`config.mk`:
```
export PLATFORM = sky130hd
export DESIGN_NAME = bhs_interp
export DESIGN_NICKNAME = d
export VERILOG_FILES = /design/src/rtl/core/bhs_pkg.sv /design/src/rtl/core/bhs_interp.sv
export SDC_FILE = /design/constraint.sdc
export NUM_CORES = 2
export LEC_CHECK = 0
export ABC_CLOCK_PERIOD_IN_PS = 10200
export BUFFER_PORTS_ARGS = -buffer_cell sky130_fd_sc_hd__buf_2
export CORE_AREA = 5 5 327 329
export CTS_CLUSTER_SIZE = 10
export DETAILED_ROUTE_END_ITERATION = 10
export DIE_AREA = 0 0 332 334
export PLACE_DENSITY = 0.72
export SLEW_MARGIN = 10
export SYNTH_ARGS = -nofsm -noshare
export SYNTH_HDL_FRONTEND = slang
export SYNTH_SLANG_ARGS = --single-unit
```
`constraint.sdc`:
```
create_clock -name i_clk -period 10.2 [get_ports i_clk]
set_input_delay 0.51 -clock i_clk [delete_from_list [all_inputs] [get_ports i_clk]]
set_output_delay 0.51 -clock i_clk [all_outputs]
set_load 0.03 [all_outputs]
```
`src/rtl/core/bhs_pkg.sv`:
```
// Shared constants, codes and types of the bilinear height map sampler.
package bhs_pkg;

    localparam int DEF_MAX_WIDTH  = 256;
    localparam int DEF_MAX_HEIGHT = 256;
    localparam int HEIGHT_W       = 16;
    localparam int DEF_BANK_DEPTH = ((DEF_MAX_WIDTH + 1) / 2) * ((DEF_MAX_HEIGHT + 1) / 2);

    // Item commands
    localparam logic CMD_WRITE = 1'b0;
    localparam logic CMD_QUERY = 1'b1;

    // Configuration register indexes
    localparam logic [1:0] CFG_MAP_WIDTH     = 2'd0;
    localparam logic [1:0] CFG_MAP_HEIGHT    = 2'd1;
    localparam logic [1:0] CFG_HEIGHT_SCALE  = 2'd2;
    localparam logic [1:0] CFG_HEIGHT_OFFSET = 2'd3;

    localparam logic [8:0]  RST_MAP_WIDTH     = 9'd256;
    localparam logic [8:0]  RST_MAP_HEIGHT    = 9'd256;
    localparam logic [15:0] RST_HEIGHT_SCALE  = 16'd256;
    localparam logic [23:0] RST_HEIGHT_OFFSET = 24'd0;

    // Luma weights, Q0.16
    localparam logic [15:0] LUMA_R = 16'd19595;
    localparam logic [15:0] LUMA_G = 16'd38470;
    localparam logic [15:0] LUMA_B = 16'd7471;

    localparam logic [16:0] ONE_Q16 = 17'h10000;

    // Query sideband that travels alongside the bank reads
    typedef struct packed {
        logic [15:0] fx;
        logic [15:0] fy;
        logic [1:0]  bank_tl;
        logic [1:0]  bank_tr;
        logic [1:0]  bank_bl;
        logic [1:0]  bank_br;
    } t_side;

endpackage

```
`src/rtl/core/bhs_interp.sv`:
```
// Back end: corner select, x and y lerps, gain, offset and output register.
module bhs_interp (
    input  logic                          i_clk,
    input  logic                          i_rst_n,
    input  logic                          i_side_valid,
    input  bhs_pkg::t_side                i_side,
    output logic                          o_s2_free,
    input  logic [bhs_pkg::HEIGHT_W-1:0]  i_bank_data [4],
    input  logic [15:0]                   i_height_scale,
    input  logic signed [23:0]            i_height_offset,
    output logic                          o_valid,
    input  logic                          i_ready,
    output logic signed [25:0]            o_sampled_height
);

    logic                  r_v2;
    logic                  r_v3;
    logic                  r_v4;
    logic                  r_v5;
    logic                  r_v6;
    bhs_pkg::t_side        r_side2;
    logic [15:0]           r_top;
    logic [15:0]           r_bot;
    logic [15:0]           r_fy3;
    logic [15:0]           r_mid;
    logic [23:0]           r_scaled;
    logic signed [25:0]    r_out;

    logic                  w_a2;
    logic                  w_a3;
    logic                  w_a4;
    logic                  w_a5;
    logic                  w_a6;
    logic [31:0]           w_prod;

    // (a*(1-f) + b*f) >> 16 rewritten as (a<<16 + (b-a)*f) >> 16
    function automatic logic [15:0] f_lerp(input logic [15:0] a, input logic [15:0] b,
                                           input logic [15:0] f);
        logic signed [16:0] d;
        logic signed [34:0] s;
        d = $signed({1'b0, b}) - $signed({1'b0, a});
        s = $signed({3'b000, a, 16'h0000}) + 35'(d * $signed({1'b0, f}));
        return s[31:16];
    endfunction

    assign w_a6 = r_v6 && i_ready;
    assign w_a5 = r_v5 && (!r_v6 || w_a6);
    assign w_a4 = r_v4 && (!r_v5 || w_a5);
    assign w_a3 = r_v3 && (!r_v4 || w_a4);
    assign w_a2 = r_v2 && (!r_v3 || w_a3);
    assign o_s2_free = !r_v2 || w_a2;

    always_ff @(posedge i_clk) begin
        if (!i_rst_n) begin
            r_v2 <= 1'b0;
            r_v3 <= 1'b0;
            r_v4 <= 1'b0;
            r_v5 <= 1'b0;
            r_v6 <= 1'b0;
        end else begin
            r_v2 <= i_side_valid || (r_v2 && !w_a2);
            r_v3 <= w_a2 || (r_v3 && !w_a3);
            r_v4 <= w_a3 || (r_v4 && !w_a4);
            r_v5 <= w_a4 || (r_v5 && !w_a5);
            r_v6 <= w_a5 || (r_v6 && !w_a6);
        end
    end

    assign w_prod = 32'(r_mid) * 32'(i_height_scale);

    // Bank read data stays held in the RAM while this stage is stalled
    always_ff @(posedge i_clk) begin
        if (i_side_valid) begin
            r_side2 <= i_side;
        end
        if (w_a2) begin
            r_top <= f_lerp(i_bank_data[r_side2.bank_tl], i_bank_data[r_side2.bank_tr],
                            r_side2.fx);
            r_bot <= f_lerp(i_bank_data[r_side2.bank_bl], i_bank_data[r_side2.bank_br],
                            r_side2.fx);
            r_fy3 <= r_side2.fy;
        end
        if (w_a3) begin
            r_mid <= f_lerp(r_top, r_bot, r_fy3);
        end
        if (w_a4) begin
            r_scaled <= w_prod[31:8];
        end
        if (w_a5) begin
            r_out <= $signed({2'b00, r_scaled})
                   + $signed({{2{i_height_offset[23]}}, i_height_offset});
        end
    end

    assign o_valid          = r_v6;
    assign o_sampled_height = r_out;

endmodule

```
Word-level counts from Yosys, hierarchy flattened
Index checks and enable logic that the tools add are counted.

word-level totals
  register bits = 159
  output and inout bits = 28

cells by class
  $add $sub $neg = 7
  multiply operators = 4
  reduce and logical (&&, ||, !) cells = 30
  mux-type cells = 12
  bitwise operators = 4
  magnitude comparators = 4

operator list
  kind                number
  $bmux 16 s2         4
  $mux 16             8
  $add 32x32->32      3
  $mul 17x17->32      3
  $sub 16x16->17      3
  $mul 16x16->32      1
  $add 25x24->26      1
  $ge 3x3->1 const B  4
  $not 2->3           4
  $logic_and 1x1->1   10
  $logic_not 1->1     10
  $logic_or 1x1->1    10

Depth between registers and ports, before layout
  depth after elaboration = 12
  gate-level depth with buffers = 38
  mapped depth without buffers = 36

Worst setup path after synthesis
OpenSTA, ideal clock, no wires.

  path kind = register to register
  start = register r_side2[6] in the netlist's numbering
  end = register r_top[15], data pin
  path buffers = 3
  slack = 686 ps
  cell stages (with the launch flop) = 34
  arrival = 9246 ps
  required time = 9932 ps
  clock period less this slack = 9514 ps
  path through = edfxtp_1 clkbuf_1 buf_1 mux4_2 ha_1 fa_1 nand2b_1 a21boi_1 o21ai_0 a211oi_1 nor2_1 a221oi_2 xor2_1 clkbuf_1 and2_1 fa_1 inv_1 fa_1 fa_1 inv_1 fa_1 fa_1 fa_1 ha_1 a211oi_1 nand2_1 a2111o_1 nand3_1 a21oi_1 nor2_1 o211ai_1 a21o_1 a21oi_1 xnor3_1

on the way
  cells in the longest elaborated chain, start to end = 7

RTL lines
  element                                        line              RTL
  start: declaration                             bhs_interp.sv:21  bhs_pkg::t_side r_side2;
  start signal: assignment                       bhs_interp.sv:74  r_side2 <= i_side;
  $not 2->3 (implied by the code) *              bhs_interp.sv:77  r_top <= f_lerp(i_bank_data[r_side2.bank_tl], i_bank_data[r_side2.bank_tr],
  $bmux 16 s2 *                                  bhs_interp.sv:77
  $mux 16 (implied by the code) * (2 in series)  bhs_interp.sv:77
  $sub 16x16->17                                 bhs_interp.sv:41  d = $signed({1'b0, b}) - $signed({1'b0, a});
  $mul 17x17->32                                 bhs_interp.sv:42  s = $signed({3'b000, a, 16'h0000}) + 35'(d * $signed({1'b0, f}));
  $add 32x32->32 *                               bhs_interp.sv:42
  end signal: assignment                         bhs_interp.sv:77
  end: declaration                               bhs_interp.sv:22  logic [15:0] r_top;

Mark *: on every way between the ends. The rest lies on a longest branch, timed or not. The select of a mux whose other input is x is not followed.
A chain may end at the register's enable or synchronous reset.

Final worst setup path
  start = register r_side2[4] in the netlist's numbering
  end = register r_top[15], data pin

on the way
  cells in the longest elaborated chain, start to end = 7

RTL lines
  element                                      line
  $not 2->3 (implied by the code)              bhs_interp.sv:77
  $bmux 16 s2                                  bhs_interp.sv:77
  $mux 16 (implied by the code) (2 in series)  bhs_interp.sv:77
  $sub 16x16->17                               bhs_interp.sv:41
  $mul 17x17->32                               bhs_interp.sv:42
  $add 32x32->32                               bhs_interp.sv:42

Every way passes these cells. The select of a mux whose other input is x is not followed.

==> metrics.yaml <==
synthesis:
  synth_warnings: 0
  synthSimpleGateAreaFrac_pct: 13.9
  synth_top_family_by_area: "adder cells"
  yosysTopAreaCell: "fa_1"
  synthArstFlopShare_pct: 0
  ys.flop_type: "edfxtp_1"
  muxShareOfSynthArea_pct: 2.91
  synth_top_area_share_pct: 42.7
  synth_edf_count: 154
  synth_nets: 6782
  synth-seq-cells: 159
  seq_area_frac_synth_pct: 9.55
  synth_compound_area_share_pct: 4.10
  synth_xor_area_share_pct: 3.14
  synth_most_common_cell: "inv_1"
  synth_commonest_cells: "inv_1 (1408), fa_1 (1054), and2_1 (514)"
  netlist_area_sq_mm: 0.0495
  synth.area.top_cells: "fa_1 (43%), ha_1 (12%), inv_1 (11%)"
  syn_area_per_cell_sq_um: 9.67
  synthAdderAreaFrac_pct: 54.4
  synthDistinctLibCells: 77
  netlist_instances: 5117
sta:
  period_needed_ns: 9.55
  whs_ns: 0.155
  setup_violations: 0
  period_share_pct: 93.6
  max_freq_mhz: 105
  slew_violations: 0
  hold_viol_final: 0
  fin_skew_ns: 0.0322
  tightest_slew_ns: 1.14
  fin_ws_ns: 0.648
  relSlewSlack_pct: 23.5
drt:
  drt_iter0_markers: 2129
  finalWirelength_microns: 123000
  wl_per_cell_microns: 18.6
  dr_total_vias: 34400
  drtAntennaViolNets: 0
  via_per_inst: 5.21
  drcViolationCount: 0
  firstDrtPassIters: 5
placement:
  gp_congestion: 0.904
  hpwlAfterDp_microns: 100000
  dp.cells: 6578
  place_ws_ns: 0.480
  portBuffers: 175
floorplanning:
  core_area_sq_mm: 0.103
  die_w_microns: 332
  rows: 118
  die_height_microns: 334
  die-area_sq_mm: 0.111
  start_util_pct: 47.9
  pin_count: 176
worst_setup_path:
  critPathMaxFanout: 7
  critPathKind: "flip-flop to flip-flop"
  cp_num_buf_inv: 3
  arrival_ns: 9.79
  critPathMostFrequentCell: "fa_1"
  start_kind: "flip-flop"
  crit_required_ns: 10.44
  cp_slowest_cell: "edfxtp_1"
  reg2reg_slack_ns: 0.65
  critPathMaxStageDelay_ns: 0.61
  cp_top_family: "adder cells"
  critPathCaptureType: "flip-flop"
clocking:
  cts_hold_buf: 0
  clkSlewWorstSetupHoldPaths_ns: 0.10
  cts_buffer_depth: 2
  clockRootBuffer: "clkbuf_16"
  cts_sinks: 159
  clock_latency_ns: 0.52
  cts_max_level: 4
  cts_tree: "done"
  cts_buffers: 17
grt:
  grt_pass1_wl_microns: 202000
  overflow: 0
  grtUsageTotal_pct: 23.0
  antenna_found_initial: 9
  first_global_vias: 37900
  grt_max_degree: 49
final_layout:
  fin_util_pct: 51.1
  syn2layout_area_growth_pct: 6.65
  layout-drive-gt1-share_pct: 7.45
  fillers: 9308
  nNetsFinal: 6885
  stdcell_count: 6617
  seq_area_sq_mm: 0.00472
  multiInputGateArea_sq_mm: 0.0389
run_status:
  status: "finished, final reports clean"
min_path:
  hp-class: "input port to flip-flop"
run:
  cap_violations: 0
[path summary, 6_finish.rpt]
path                from           to  depth (start not counted)
max           r_side2[4]    r_top[15]                         31
min reg2reg  r_side2[16]     r_fy3[8]                          0
max reg2reg   r_side2[4]    r_top[15]                         31
min           i_side[25]  r_side2[25]                          1
[cells by family after synthesis]
group / count (synthesis)
multiplexers: 64
AND/OR/NAND/NOR: 1336
adder cells (fa/ha/maj): 1517
AO/OA/AOI/OAI: 287
flip-flops: 159
buffers and inverters: 1578
XOR/XNOR: 176
[cell type report]
| class | instances | share of cell area [%] |
|---|---|---|
| Antenna cell | 4 | 0.0190 |
| Multi-Input combinational cell | 3380 | 73.7 |
| Sequential cell | 159 | 8.96 |
| Clock buffer | 17 | 0.806 |
| Tap cell | 1380 | 3.27 |
| Timing Repair Buffer | 254 | 2.81 |
| Clock inverter | 15 | 0.408 |
| Inverter | 1408 | 10.0 |
[worst reg2reg max path: cells and delay by family, from the launching register on]
family          cells  cell delay, ns
compound gates     10            2.49
xor+xnor            2            0.82
fa+ha+maj           9            3.76
buf+inv             3            0.19
flops               1            0.61
mux                 1            0.43
simple gates        6            0.99
[flip-flops by register name, indices dropped and copies added (netlist names)]
signal	cells
r_side2	40
o_sampled_height	26
r_scaled	24
r_bot	16
r_fy3	16
r_mid	16
r_top	16
o_valid	1
r_v2	1
r_v3	1
r_v4	1
r_v5	1
[layout by cell type (no fill, tap or decap), types with 12 or more instances in the layout]
| master | Yosys | layout |
|---|---|---|
| a211oi_1 | 17 | 17 |
| a21boi_0 | 14 | 12 |
| a21o_1 | 46 | 46 |
| a21oi_1 | 63 | 62 |
| and2_1 | 514 | 514 |
| buf_2 | 2 | 175 |
| buf_4 | 0 | 78 |
| clkbuf_16 | 0 | 17 |
| edfxtp_1 | 154 | 154 |
| fa_1 | 1054 | 1054 |
| ha_1 | 463 | 463 |
| inv_1 | 1408 | 1408 |
| mux4_2 | 64 | 64 |
| nand2_1 | 498 | 498 |
| nand2b_1 | 30 | 30 |
| nand3_1 | 31 | 31 |
| nor2_1 | 87 | 86 |
| nor2b_1 | 82 | 81 |
| nor3_1 | 33 | 33 |
| o21a_1 | 25 | 25 |
| o21ai_0 | 29 | 29 |
| xnor2_1 | 136 | 131 |
| xor2_1 | 39 | 39 |
[per-layer routing]
layer  track usage [%]  wire, microns  vias to the layer above
li1                  -              -                    15400
met1              28.9          49000                    17500
met2              40.1          60800                     1217
met3              3.09           7370                      311
met4              9.85           6060                        0
met5                 0              0                        -
[repair_timing]
item	4_1_cts	5_1_grt
gates resized for setup	0	2
setup endpoints to repair	0	2
buffers inserted	0	3
[through the flow]
stage | area, sq um | TNS [ns]
floorplan | 49500 | 0
global placement | 52100 | 0
finish | 52700 | 0
CTS | 52700 | 0
global route | 52700 | -0.0301
detailed placement | 52100 | 0
Power is left out: the tool's default activity adds up to more than one toggle a clock period on the data nets, which glitch-free logic cannot reach.
