### config.mk
export PLATFORM = sky130hd
export DESIGN_NAME = bhs_front
export DESIGN_NICKNAME = d
export VERILOG_FILES = /design/src/rtl/core/bhs_pkg.sv /design/src/rtl/core/bhs_front.sv
export SDC_FILE = /design/constraint.sdc
export NUM_CORES = 1
export LEC_CHECK = 0
export ABC_AREA = 1
export BUFFER_PORTS_ARGS = -buffer_cell sky130_fd_sc_hd__buf_2
export CORE_MARGIN = 2
export CORE_UTILIZATION = 30
export CTS_BUF_LIST = sky130_fd_sc_hd__clkbuf_2
export DETAILED_ROUTE_END_ITERATION = 12
export SKIP_CTS_REPAIR_TIMING = 1
export SLEW_MARGIN = 10
export SYNTH_ARGS = -nofsm -noshare
export SYNTH_HDL_FRONTEND = slang
export SYNTH_SLANG_ARGS = --single-unit
export TNS_END_PERCENT = 20
### constraint.sdc
create_clock -name i_clk -period 7.6 [get_ports i_clk]
set_input_delay 0.38 -clock i_clk [delete_from_list [all_inputs] [get_ports i_clk]]
set_output_delay 0.38 -clock i_clk [all_outputs]
set_load 0.02 [all_outputs]
### src/rtl/core/bhs_pkg.sv
// Shared constants, codes and types of the bilinear height map sampler.
package bhs_pkg;

    localparam int DEF_MAX_WIDTH  = 256;
    localparam int DEF_MAX_HEIGHT = 256;
    localparam int HEIGHT_W       = 16;
    localparam int DEF_BANK_DEPTH = ((DEF_MAX_WIDTH + 1) / 2) * ((DEF_MAX_HEIGHT + 1) / 2);

    // Item commands
    localparam logic CMD_WRITE = 1'b0;
    localparam logic CMD_QUERY = 1'b1;

    // Configuration register indexes
    localparam logic [1:0] CFG_MAP_WIDTH     = 2'd0;
    localparam logic [1:0] CFG_MAP_HEIGHT    = 2'd1;
    localparam logic [1:0] CFG_HEIGHT_SCALE  = 2'd2;
    localparam logic [1:0] CFG_HEIGHT_OFFSET = 2'd3;

    localparam logic [8:0]  RST_MAP_WIDTH     = 9'd256;
    localparam logic [8:0]  RST_MAP_HEIGHT    = 9'd256;
    localparam logic [15:0] RST_HEIGHT_SCALE  = 16'd256;
    localparam logic [23:0] RST_HEIGHT_OFFSET = 24'd0;

    // Luma weights, Q0.16
    localparam logic [15:0] LUMA_R = 16'd19595;
    localparam logic [15:0] LUMA_G = 16'd38470;
    localparam logic [15:0] LUMA_B = 16'd7471;

    localparam logic [16:0] ONE_Q16 = 17'h10000;

    // Query sideband that travels alongside the bank reads
    typedef struct packed {
        logic [15:0] fx;
        logic [15:0] fy;
        logic [1:0]  bank_tl;
        logic [1:0]  bank_tr;
        logic [1:0]  bank_bl;
        logic [1:0]  bank_br;
    } t_side;

endpackage

### src/rtl/core/bhs_front.sv
// Input stage: luma and coordinate products, neighbor clamping and bank request issue.
module bhs_front #(
    parameter int MAX_WIDTH   = bhs_pkg::DEF_MAX_WIDTH,
    parameter int MAX_HEIGHT  = bhs_pkg::DEF_MAX_HEIGHT,
    localparam int XW         = $clog2(MAX_WIDTH),
    localparam int YW         = $clog2(MAX_HEIGHT),
    localparam int HALF_W     = (MAX_WIDTH + 1) / 2,
    localparam int HALF_H     = (MAX_HEIGHT + 1) / 2,
    localparam int BANK_DEPTH = HALF_W * HALF_H,
    localparam int BAW        = (BANK_DEPTH > 1) ? $clog2(BANK_DEPTH) : 1
) (
    input  logic                          i_clk,
    input  logic                          i_rst_n,
    input  logic                          i_valid,
    output logic                          o_ready,
    input  logic                          i_command,
    input  logic [7:0]                    i_entry_column,
    input  logic [7:0]                    i_entry_row,
    input  logic [7:0]                    i_red,
    input  logic [7:0]                    i_green,
    input  logic [7:0]                    i_blue,
    input  logic [16:0]                   i_query_u,
    input  logic [16:0]                   i_query_v,
    input  logic [XW-1:0]                 i_width_m1,
    input  logic [YW-1:0]                 i_height_m1,
    input  logic                          i_s2_free,
    output logic                          o_bank_en [4],
    output logic                          o_bank_we,
    output logic [BAW-1:0]                o_bank_addr [4],
    output logic [bhs_pkg::HEIGHT_W-1:0]  o_bank_wdata,
    output logic                          o_side_valid,
    output bhs_pkg::t_side                o_side
);

    localparam int PUW = 17 + XW;
    localparam int PVW = 17 + YW;

    logic             r_v1;
    logic             r_cmd;
    logic [7:0]       r_col;
    logic [7:0]       r_row;
    logic [15:0]      r_luma;
    logic [PUW-1:0]   r_pu;
    logic [PVW-1:0]   r_pv;

    logic             w_accept;
    logic             w_move;
    logic [23:0]      w_luma_sum;
    logic [16:0]      w_uc;
    logic [16:0]      w_vc;
    logic [XW:0]      w_cell_x;
    logic [YW:0]      w_cell_y;
    logic [XW:0]      w_next_x;
    logic [YW:0]      w_next_y;
    logic [XW-1:0]    w_x1;
    logic [XW-1:0]    w_x2;
    logic [YW-1:0]    w_y1;
    logic [YW-1:0]    w_y2;
    logic             w_wr_ok;
    logic [1:0]       w_wr_bank;
    logic [BAW-1:0]   w_wr_addr;
    logic [BAW-1:0]   w_rd_addr [4];

    function automatic logic [BAW-1:0] f_addr(input logic [15:0] col, input logic [15:0] row);
        return BAW'(32'(row >> 1) * HALF_W + 32'(col >> 1));
    endfunction

    assign w_accept = i_valid && o_ready;
    assign w_move   = r_v1 && ((r_cmd == bhs_pkg::CMD_WRITE) || i_s2_free);
    assign o_ready  = !r_v1 || w_move;

    assign w_luma_sum = 24'(i_red) * 24'(bhs_pkg::LUMA_R)
                      + 24'(i_green) * 24'(bhs_pkg::LUMA_G)
                      + 24'(i_blue) * 24'(bhs_pkg::LUMA_B);

    assign w_uc = (i_query_u > bhs_pkg::ONE_Q16) ? bhs_pkg::ONE_Q16 : i_query_u;
    assign w_vc = (i_query_v > bhs_pkg::ONE_Q16) ? bhs_pkg::ONE_Q16 : i_query_v;

    always_ff @(posedge i_clk) begin
        if (!i_rst_n) begin
            r_v1 <= 1'b0;
        end else begin
            r_v1 <= w_accept || (r_v1 && !w_move);
        end
    end

    always_ff @(posedge i_clk) begin
        if (w_accept) begin
            r_cmd  <= i_command;
            r_col  <= i_entry_column;
            r_row  <= i_entry_row;
            r_luma <= w_luma_sum[23:8];
            r_pu   <= PUW'(w_uc) * PUW'(i_width_m1);
            r_pv   <= PVW'(w_vc) * PVW'(i_height_m1);
        end
    end

    // Integer cell and its right/lower neighbor, both clamped to the last column/row
    assign w_cell_x = r_pu[PUW-1:16];
    assign w_cell_y = r_pv[PVW-1:16];
    assign w_next_x = w_cell_x + (XW+1)'(1);
    assign w_next_y = w_cell_y + (YW+1)'(1);
    assign w_x1 = (w_cell_x > {1'b0, i_width_m1})  ? i_width_m1  : w_cell_x[XW-1:0];
    assign w_x2 = (w_next_x > {1'b0, i_width_m1})  ? i_width_m1  : w_next_x[XW-1:0];
    assign w_y1 = (w_cell_y > {1'b0, i_height_m1}) ? i_height_m1 : w_cell_y[YW-1:0];
    assign w_y2 = (w_next_y > {1'b0, i_height_m1}) ? i_height_m1 : w_next_y[YW-1:0];

    assign w_wr_ok   = (32'(r_col) < MAX_WIDTH) && (32'(r_row) < MAX_HEIGHT);
    assign w_wr_bank = {r_row[0], r_col[0]};
    assign w_wr_addr = f_addr(16'(r_col), 16'(r_row));

    // Bank {row parity, column parity}; x1/x2 and y1/y2 differ by at most one
    always_comb begin
        for (int b = 0; b < 4; b++) begin
            w_rd_addr[b] = f_addr(16'((w_x1[0] == b[0]) ? w_x1 : w_x2),
                                  16'((w_y1[0] == b[1]) ? w_y1 : w_y2));
            if (r_cmd == bhs_pkg::CMD_WRITE) begin
                o_bank_en[b]   = w_move && w_wr_ok && (w_wr_bank == 2'(b));
                o_bank_addr[b] = w_wr_addr;
            end else begin
                o_bank_en[b]   = w_move;
                o_bank_addr[b] = w_rd_addr[b];
            end
        end
    end

    assign o_bank_we    = (r_cmd == bhs_pkg::CMD_WRITE);
    assign o_bank_wdata = r_luma;

    assign o_side_valid   = w_move && (r_cmd == bhs_pkg::CMD_QUERY);
    assign o_side.fx      = r_pu[15:0];
    assign o_side.fy      = r_pv[15:0];
    assign o_side.bank_tl = {w_y1[0], w_x1[0]};
    assign o_side.bank_tr = {w_y1[0], w_x2[0]};
    assign o_side.bank_bl = {w_y2[0], w_x1[0]};
    assign o_side.bank_br = {w_y2[0], w_x2[0]};

endmodule

======== Word level (Yosys, flattened, before mapping) ========
Index checks and enable logic that the tools add are counted.
word-level totals
  bits in registers ....................... 84
  latch bits .............................. 0
  memory bits (writable) .................. 0
  memory bits (read-only) ................. 0
  input port bits ......................... 95
  output and inout bits ................... 119
  logic and storage cells ................. 63
  memories ................................ 0
cells by class
  add/sub/neg operators ................... 9
  multiply operators ...................... 5
  divide/modulo/power cells ............... 0
  $lt $le $gt $ge ......................... 6
  equal/unequal tests ..................... 3
  shift-type cells ........................ 0
  multiplexer cells ....................... 18
  bitwise logic cells ..................... 1
  reduce and logical (&&, ||, !) cells .... 14
operator list
  cell                   number
  $mux 8                 8
  $add 14x7->14          4
  $mux 14                4
  $mul 17x8->25          2
  $mul 8x15->23 const B  2
  $gt 9x8->1             4
  $gt 17x17->1 const B   2
  $mux 17                2
  $add 23x24->24         1
  $add 24x21->24         1
  $mul 8x13->21 const B  1
  $add 9x1->9 const B    2
  $add 14x14->14         1
  $logic_and 1x1->1      8
  $eq 2x2->1 const B     2
  $mux 1                 4
  $logic_or 1x1->1       3
  $eq 2x1->1 const B     1
  $logic_not 1->1        2
  $logic_not 2->1        1
  $not 1->1              1

======== Logic depth before layout (Yosys ltp) ========
Gate-level depths: netlist of the first run.
  depth in word-level cells ............... 6
  mapped depth ............................ 31
  mapped depth without buffers ............ 31

======== Worst setup path after synthesis of the first run ========
Ideal clock, no wire load.
  kind .................................... input -> register
  start ................................... input port i_green[6]
  end ..................................... register r_luma[15] (netlist: o_bank_wdata[15]) (data pin)
  setup time .............................. 254 ps
  arrival ................................. 6033 ps
  data required time ...................... 7346 ps
  slack ................................... 1314 ps
  stages on the path ...................... 27
  buffers on the path ..................... 0
  cells stage by stage .................... inv_1 > ha_1 > ha_1 > or2_2 > fa_1 > fa_1 > ha_1 > a21oi_1 > o21bai_1 > a21oi_1 > xor2_1 > fa_1 > inv_1 > fa_1 > inv_1 > fa_1 > fa_1 > inv_1 > ha_1 > nand2_1 > nor2_1 > nand2_1 > o21ai_0 > nand3_1 > nand2_1 > nand3b_1 > nand2_1
on the way
  word-level cells in the longest chain between the ends .. 3
ends and longest elaborated chain
  what                      RTL line         source
  from (decl)               bhs_front.sv:20  input logic [7:0] i_green,
  $mul 8x15->23             bhs_front.sv:73  + 24'(i_green) * 24'(bhs_pkg::LUMA_G)
  $add 23x24->24            bhs_front.sv:73
  $add 24x21->24            bhs_front.sv:74  + 24'(i_blue) * 24'(bhs_pkg::LUMA_B);
  named net w_luma_sum[23]  bhs_front.sv:48  logic [23:0] w_luma_sum;
  to (signal assigned)      bhs_front.sv:92  r_luma <= w_luma_sum[23:8];
  to (decl)                 bhs_front.sv:42  logic [15:0] r_luma;
The timed path passes the listed nets, and every way through them passes these cells.
A chain may end at the register's enable or synchronous reset.

======== Worst setup path in the final report of the first run ========
Ends and elaborated chain as after synthesis.

==> summary.md, run 1 <==
| Metric | Value |
|---|---|
| Status | `finished clean` |
| Fillcell total | `7236` |
| Setup tns final | `0 ns` |
| Leak | `11.6 nW` |
| Die ar. | `0.0710 sq mm` |
| Iter 0 DRT Violations | `1010` |
| CTS tree | `done` |
| Post-DR vias/cell | `4.71` |
| First-pass GRT wire length | `92600 um` |
| CP max stage cell | `fa_1` |
| Top delay family on crit path | `adder cells` |
| Crit path launch type | `input port` |
| Total area of sequential cells | `0.00251 sq mm` |
| Vias in the first global route | `16915` |
| DRC violations left | `0` |
| RSZ-0062 raised after global routing | `no` |
| Fmax | `160 MHz` |
| CTS Buf Count | `9` |
| Die Width | `267 um` |
| Synthesized area | `0.0207 sq mm` |
| Final Hold Viols | `0` |
| DP Wirelength | `49400 um` |
| Antenna-violating nets left | `0` |
| Syn avg cell area | `8.17 sq um` |
| Setup violators final | `0` |
| Worst Hold Depth | `3` |
| Crit Path Class | `input port to register` |
| Warnings, synthesis | `0` |
| Crit-path max FO | `7` |
| Commonest non-fill, non-tap cell in the layout | `inv_1` |
| Largest net degree at the start of global routing | `97` |
| DR vias | `16717` |
| Clock root cell | `clkbuf_2` |
| Post-synthesis cell count | `2532` |
| Global router's overall resource usage | `0.168` |
| Max-slew headroom | `0.342` |
| Total wire length | `58600 um` |
| Overflow after GRT | `0` |
| Yosys reg bits | `84` |
| Placeable core area | `0.0685 sq mm` |
| PwrDens | `414 mW/mm^2` |
| CP peak stage delay | `0.52 ns` |
| Row count | `96` |
| WP buf/inv | `6` |
| Final net count | `3327` |
| Htree depth | `3` |
| Worst-Margin Slew | `0.988 ns` |
| IO Pins | `214` |
| Final Cycle Share | `0.820` |
| Clock slew at reported path FFs | `0.35 ns` |
| Min Clock Period, post-route | `6.23 ns` |
| Layout area overhead | `8.44%` |
| Tot Pwr | `9.29 mW` |
| Critical Path Most Common Cell | `fa_1` |
| CP arrival | `6.79 ns` |
| Share of post-route cells with drive strength above 1 | `0.0962` |
| Net Count, Synth | `3204` |
| Port Buf Inserts | `213` |
| Worst path required time | `8.16 ns` |
| DRT Pass-1 Iters | `5` |
| Most frequent cells in the layout | `inv_1, nand2_1, fa_1, ha_1, nand3_1` |
| Clk_lat worst skew | `0.76 ns` |
| R2R depth | `4` |
| Post-synthesis sequential area ratio | `0.121` |
| Yosys cell types | `48` |
| Worst VDD drop | `0.468 mV` |
| Max-Cap Viols | `0` |
| CTS sink count | `84` |
| Crit path capture type | `register` |
| Area of the multi-input gates | `0.0153 sq mm` |
| Max-slew violations | `0` |
| Worst Hold Class | `input port to register` |
| Initial antenna violation count | `10` |
| Crit. path cell count | `27` |
| Die Ht | `267 um` |
| CTS Buffer Depth | `2` |
| Initial Util | `0.302` |
| Detailed-route wire length per cell | `16.5 um` |
| GP Congestion | `0.874` |
| Fin Clk Skew | `0.0490 ns` |
==> through the flow <==
step / util / worst slack (ns) / hold slack (ns) / instances / cell area (sq um)
global placement: 0.323 / 0.657 / 0.532 / 3506 / 22100
floorplan: - / 1.31 / 0.479 / 2532 / 20700
CTS: 0.324 / 1.54 / -0.395 / 3522 / 22200
finish: 0.328 / 1.37 / 0.113 / 3548 / 22400
detailed placement: 0.323 / 0.609 / 0.531 / 3506 / 22100
global route: 0.328 / 1.07 / 0.00426 / 3548 / 22400
==> sequential cells by signal (all words and copies together) (netlist names) <==
| name | count |
|---|---|
| r_pu | 25 |
| r_col | 8 |
| r_v1 | 1 |
| r_row | 8 |
| r_cmd | 1 |
| o_bank_wdata | 16 |
| r_pv | 25 |
==> cell type report <==
type	count	area share
clock inverters	7	0.00340
well taps	882	0.0492
flip-flops and latches	84	0.112
repair buffers	237	0.0584
clock buffers	9	0.00201
multi-input cells	1767	0.681
inverters	556	0.0932
diodes	6	0.000670
==> worst reg2reg max path, cell delays in order, from the launching register on <==
cell and delay, ns:
edfxtp_1 0.83, nand3_1 0.30, nand2_1 0.11, inv_4 0.22, buf_4 0.77
==> power breakdown <==
| group | total, mW | internal (mW) | switching (mW) |
|---|---|---|---|
| Sequential | 1.08 | 0.987 | 0.0964 |
| Combinational | 7.93 | 2.87 | 5.06 |
| Clock | 0.285 | 0.0570 | 0.228 |
==> cells in the mapped netlist (all sizes together) <==
master,n,share of area
dlygate4sd1,1,0.00042
a21boi,7,0.0025
a31oi,7,0.0021
buf,85,0.031
o31ai,4,0.0017
o221ai,1,0.00042
nand2,430,0.079
a21o,7,0.0025
o21ai,54,0.014
clkbuf,39,0.0076
nor4,10,0.0033
edfxtp,83,0.12
inv,556,0.10
nand3b,5,0.0018
a21oi,102,0.025
a31o,3,0.0013
xnor2,23,0.0097
a221oi,3,0.0013
xor2,60,0.025
o21bai,15,0.0054
nor3,27,0.0068
nor2,168,0.030
ha,279,0.17
a211oi,5,0.0018
o211ai,6,0.0022
or2,2,0.00060
and2,2,0.00060
and3,3,0.00091
fa,298,0.29
dfxtp,1,0.00097
nand4,16,0.0051
nand3,221,0.054
o21a,9,0.0033
==> cells by family after synthesis <==
kind of cell             Yosys count  synth area share
AND/OR/NAND/NOR                  884             0.183
XOR/XNOR                          83            0.0352
AO/OA/AOI/OAI                    223            0.0634
adder cells (fa/ha/maj)          577             0.457
flip-flops                        84             0.121
buffers and inverters            681             0.140
==> path summary, 6_finish.rpt <==
| path | end | from | slack (ns) |
|---|---|---|---|
| max reg2reg | r_pv[10] | r_cmd | 4.92 |
| min reg2reg | r_v1 | r_v1 | 0.56 |
| min | r_pu[0] | i_query_u[0] | 0.11 |
| max | o_bank_wdata[15] | i_green[6] | 1.37 |
==> routing by layer <==
layer	share of wire	global-route usage	wire, um	vias to the layer above
met2	0.46	0.272	27100	458
li1	-	-	-	8136
met4	0.012	0.0264	690	12
met1	0.46	0.233	26900	8056
met5	0.0014	0	80	-
met3	0.065	0.0376	3840	55
Power figures use the tool's default switching activity.
==> run 2: changes to the inputs <==
--- a/config.mk
+++ b/config.mk
@@ -5,7 +5,7 @@
 export SDC_FILE = /design/constraint.sdc
 export NUM_CORES = 1
 export LEC_CHECK = 0
-export ABC_AREA = 1
+export ABC_AREA = 0
 export BUFFER_PORTS_ARGS = -buffer_cell sky130_fd_sc_hd__buf_2
 export CORE_MARGIN = 2
 export CORE_UTILIZATION = 30
==> constraint.sdc (replaced) <==
create_clock -name i_clk -period 5.07 [get_ports i_clk]
set_input_delay 0.2535 -clock i_clk [delete_from_list [all_inputs] [get_ports i_clk]]
set_output_delay 0.2535 -clock i_clk [all_outputs]
set_load 0.02 [all_outputs]
==> run 2 against run 1 <==
Clock skew grew 0.0097 ns. The run now ends with setup timing left. Sequential power grew 52%. Critical path type unchanged. Die area shrank 4.7%. Power grew 59%. Utilization grew 5.0 points. Largest cell class unchanged.
==> summary.md, run 2 <==
| Metric | Value |
|---|---|
| Net Count, Synth | `2806` |
| Share of post-route cells with drive strength above 1 | `0.250` |
| Placeable core area | `0.0647 sq mm` |
| Largest net degree at the start of global routing | `54` |
| Synthesized area | `0.0197 sq mm` |
| CTS Buffer Depth | `2` |
| Cell area after layout | `0.0244 sq mm` |
| Post-DR vias/cell | `4.61` |
| Status | `finished with violations` |
| Pre-CTS WS | `-1.62 ns` |
| Yosys cell types | `79` |
| Max-slew headroom | `0.380` |
| Vias in the first global route | `16090` |
| Worst R2R Setup Slack | `2.56 ns` |
| Worst path required time | `5.56 ns` |
| Top_reg_cell synth | `edfxtp_1` |
| Critical path destination | `o_bank_wdata[14]` |
| Max-slew violations | `0` |
| Yosys reg bits | `84` |
| R2R depth | `4` |
| Overflow after GRT | `0` |
| CP arrival | `6.42 ns` |
| CP peak stage delay | `0.55 ns` |
| Highest metal used | `met5` |
| Top delay family on crit path | `adder cells` |
| Fmax | `169 MHz` |
| First-pass GRT wire length | `85600 um` |
| Largest area contributor in the netlist | `fa_1` |
| Post-synthesis cell count | `2134` |
| Port Buf Inserts | `213` |
| R2R Path End | `o_bank_wdata[11]` |
| Die Width | `260 um` |
| DP Wirelength | `46600 um` |
| Htree depth | `3` |
| Worst Hold Class | `input port to register` |
| Worst VDD drop | `0.665 mV` |
| Fin Clk Skew | `0.0587 ns` |
| Layout area overhead | `24.0%` |
| Clk_lat worst skew | `0.76 ns` |
| Failing checks | `setup timing` |
| Leak | `12.0 nW` |
| Crit path launch type | `input port` |
| Critical Path Most Common Cell | `fa_1` |
| Commonest non-fill, non-tap cell in the layout | `inv_1` |
| Setup violators final | `15` |
| CTS sink count | `84` |
| Global router's overall resource usage | `0.163` |
| Final Cycle Share | `1.17` |
| CP max stage cell | `fa_1` |
| Iter 0 DRT Violations | `745` |
| WL met1 | `24800 um` |
| DRT Pass-1 Iters | `5` |
| Initial antenna violation count | `13` |
| DR vias | `15929` |
| Top cell type's share of synthesized area | `0.303` |
| Max-Cap Viols | `0` |
| WP buf/inv | `7` |
| Final net count | `3265` |
| Row count | `93` |
| Detailed-route wire length per cell | `15.8 um` |
| DRC violations left | `0` |
| Initial Util | `0.304` |
| CTS Buf Count | `9` |
| IO Pins | `214` |
| Crit path capture type | `register` |
| Commonest cells post-synth | `inv_1, fa_1, ha_1, nand2_1, and2_1` |
| Syn avg cell area | `9.23 sq um` |
| CTS tree | `done` |
| Most frequent cells in the layout | `inv_1, buf_4, fa_1, ha_1, buf_2` |
| Met3 wire length | `3060 um` |
| Post-placement cell area | `0.0238 sq mm` |
| Die Ht | `260 um` |
| Warnings, synthesis | `0` |
| Routed length on met2 | `25900 um` |
| Clock root cell | `clkbuf_2` |
| GP Congestion | `0.911` |
| Area contributors post-synth | `fa_1, ha_1, edfxtp_1` |
| Clock slew at reported path FFs | `0.30 ns` |
| Launch point of the worst reg-to-reg path | `r_cmd` |
| Critical Path Start | `i_green[5]` |
| Crit Path Class | `input port to register` |
| RSZ-0062 raised after global routing | `yes` |
| Top-count cell post-synth | `inv_1` |
| Min Clock Period, post-route | `5.93 ns` |
| Worst-Margin Slew | `0.929 ns` |
| Crit-path max FO | `4` |
| Final Hold Viols | `0` |
| Antenna-violating nets left | `0` |
| Async SR Flop Fraction | `0` |
| Post-synth EDFFs | `83` |
| Post-synthesis sequential area ratio | `0.128` |
| Die ar. | `0.0677 sq mm` |
| PwrDens | `604 mW/mm^2` |
| Total wire length | `54700 um` |
| Final Worst Setup Slack | `-0.862 ns` |
| Crit. path cell count | `29` |
run 2: cell count changes in the layout (fill, tap and decap cells not counted), moves of 33 or more:
cell,before,now
nand3_1,220,25
inv_1,554,432
nand2_1,423,209
xor2_1,60,19
buf_4,3,336
and2_1,2,104
xnor2_1,23,56
a21oi_1,102,53
nor2_1,168,83
run 2: routing by layer:
layer | vias up | track usage
met5 | - | 0
met4 | 12 | 0.0319
met3 | 55 | 0.0301
met2 | 372 | 0.271
met1 | 7753 | 0.222
li1 | 7737 | -
run 2: power breakdown:
| part | switching [mW] | total (mW) | internal [mW] |
|---|---|---|---|
| logic | 6.28 | 12.6 | 6.31 |
| registers | 0.186 | 1.64 | 1.45 |
| clock network | 0.308 | 0.527 | 0.219 |
run 2: stage by stage:
| stage | hold WS [ns] | instances | power (mW) | TNS (ns) | util |
|---|---|---|---|---|---|
| global placement | 0.431 | 3412 | 13.6 | -37.55 | 0.367 |
| detailed placement | 0.432 | 3412 | 13.8 | -38.63 | 0.367 |
| finish | 0.0985 | 3458 | 14.7 | -7.13 | 0.377 |
| floorplan | 0.352 | 2134 | 9.40 | -17.91 | - |
| global route | 0.0308 | 3456 | 16.4 | -10.96 | 0.377 |
| CTS | -0.498 | 3428 | 14.4 | -6.34 | 0.370 |
run 2: worst min path at each step:
stage,startpoint,to,slack [ns],depth (start not counted)
floorplan,i_command,r_cmd,0.35,0
finish,i_query_v[1],r_pv[1],0.1,4
global placement,i_entry_column[0],r_col[0],0.43,1
global route,i_query_v[1],r_pv[1],0.03,4
detailed placement,i_entry_row[6],r_row[6],0.43,1
CTS,i_entry_column[0],r_col[0],-0.50,1
run 2: worst register-to-register path, delay by kind of cell, from the launching register on:
family / cells / cell delay (ns)
AND/OR/NAND/NOR: 2 / 0.84
buffers and inverters: 2 / 0.90
flip-flops: 1 / 0.44
run 2: cell type report:
class | count | area (sq um)
Inverter | 440 | 1650
Timing Repair Buffer | 577 | 3930
Tap cell | 855 | 1070
Antenna cell | 5 | 12.5
Sequential cell | 84 | 2510
Clock inverter | 5 | 108
Fill cell | 6614 | 40300
Clock buffer | 11 | 55.1
Multi-Input combinational cell | 1481 | 15100
run 2: logic make-up (layout without fill, tap and decap cells):
kind of cell               count (synthesis)  in the layout  share of synthesized area
adders and majority gates                577            577                      0.480
buffers and inverters                    569           1033                      0.122
and+or+nand+nor                          541            541                      0.135
AOI/OAI and AO/OA                        279            279                     0.0975
DFF                                       84             84                      0.128
xor gates and xnor gates                  76             76                     0.0338
muxes                                      8              8                    0.00413
other                                      0              5                          0
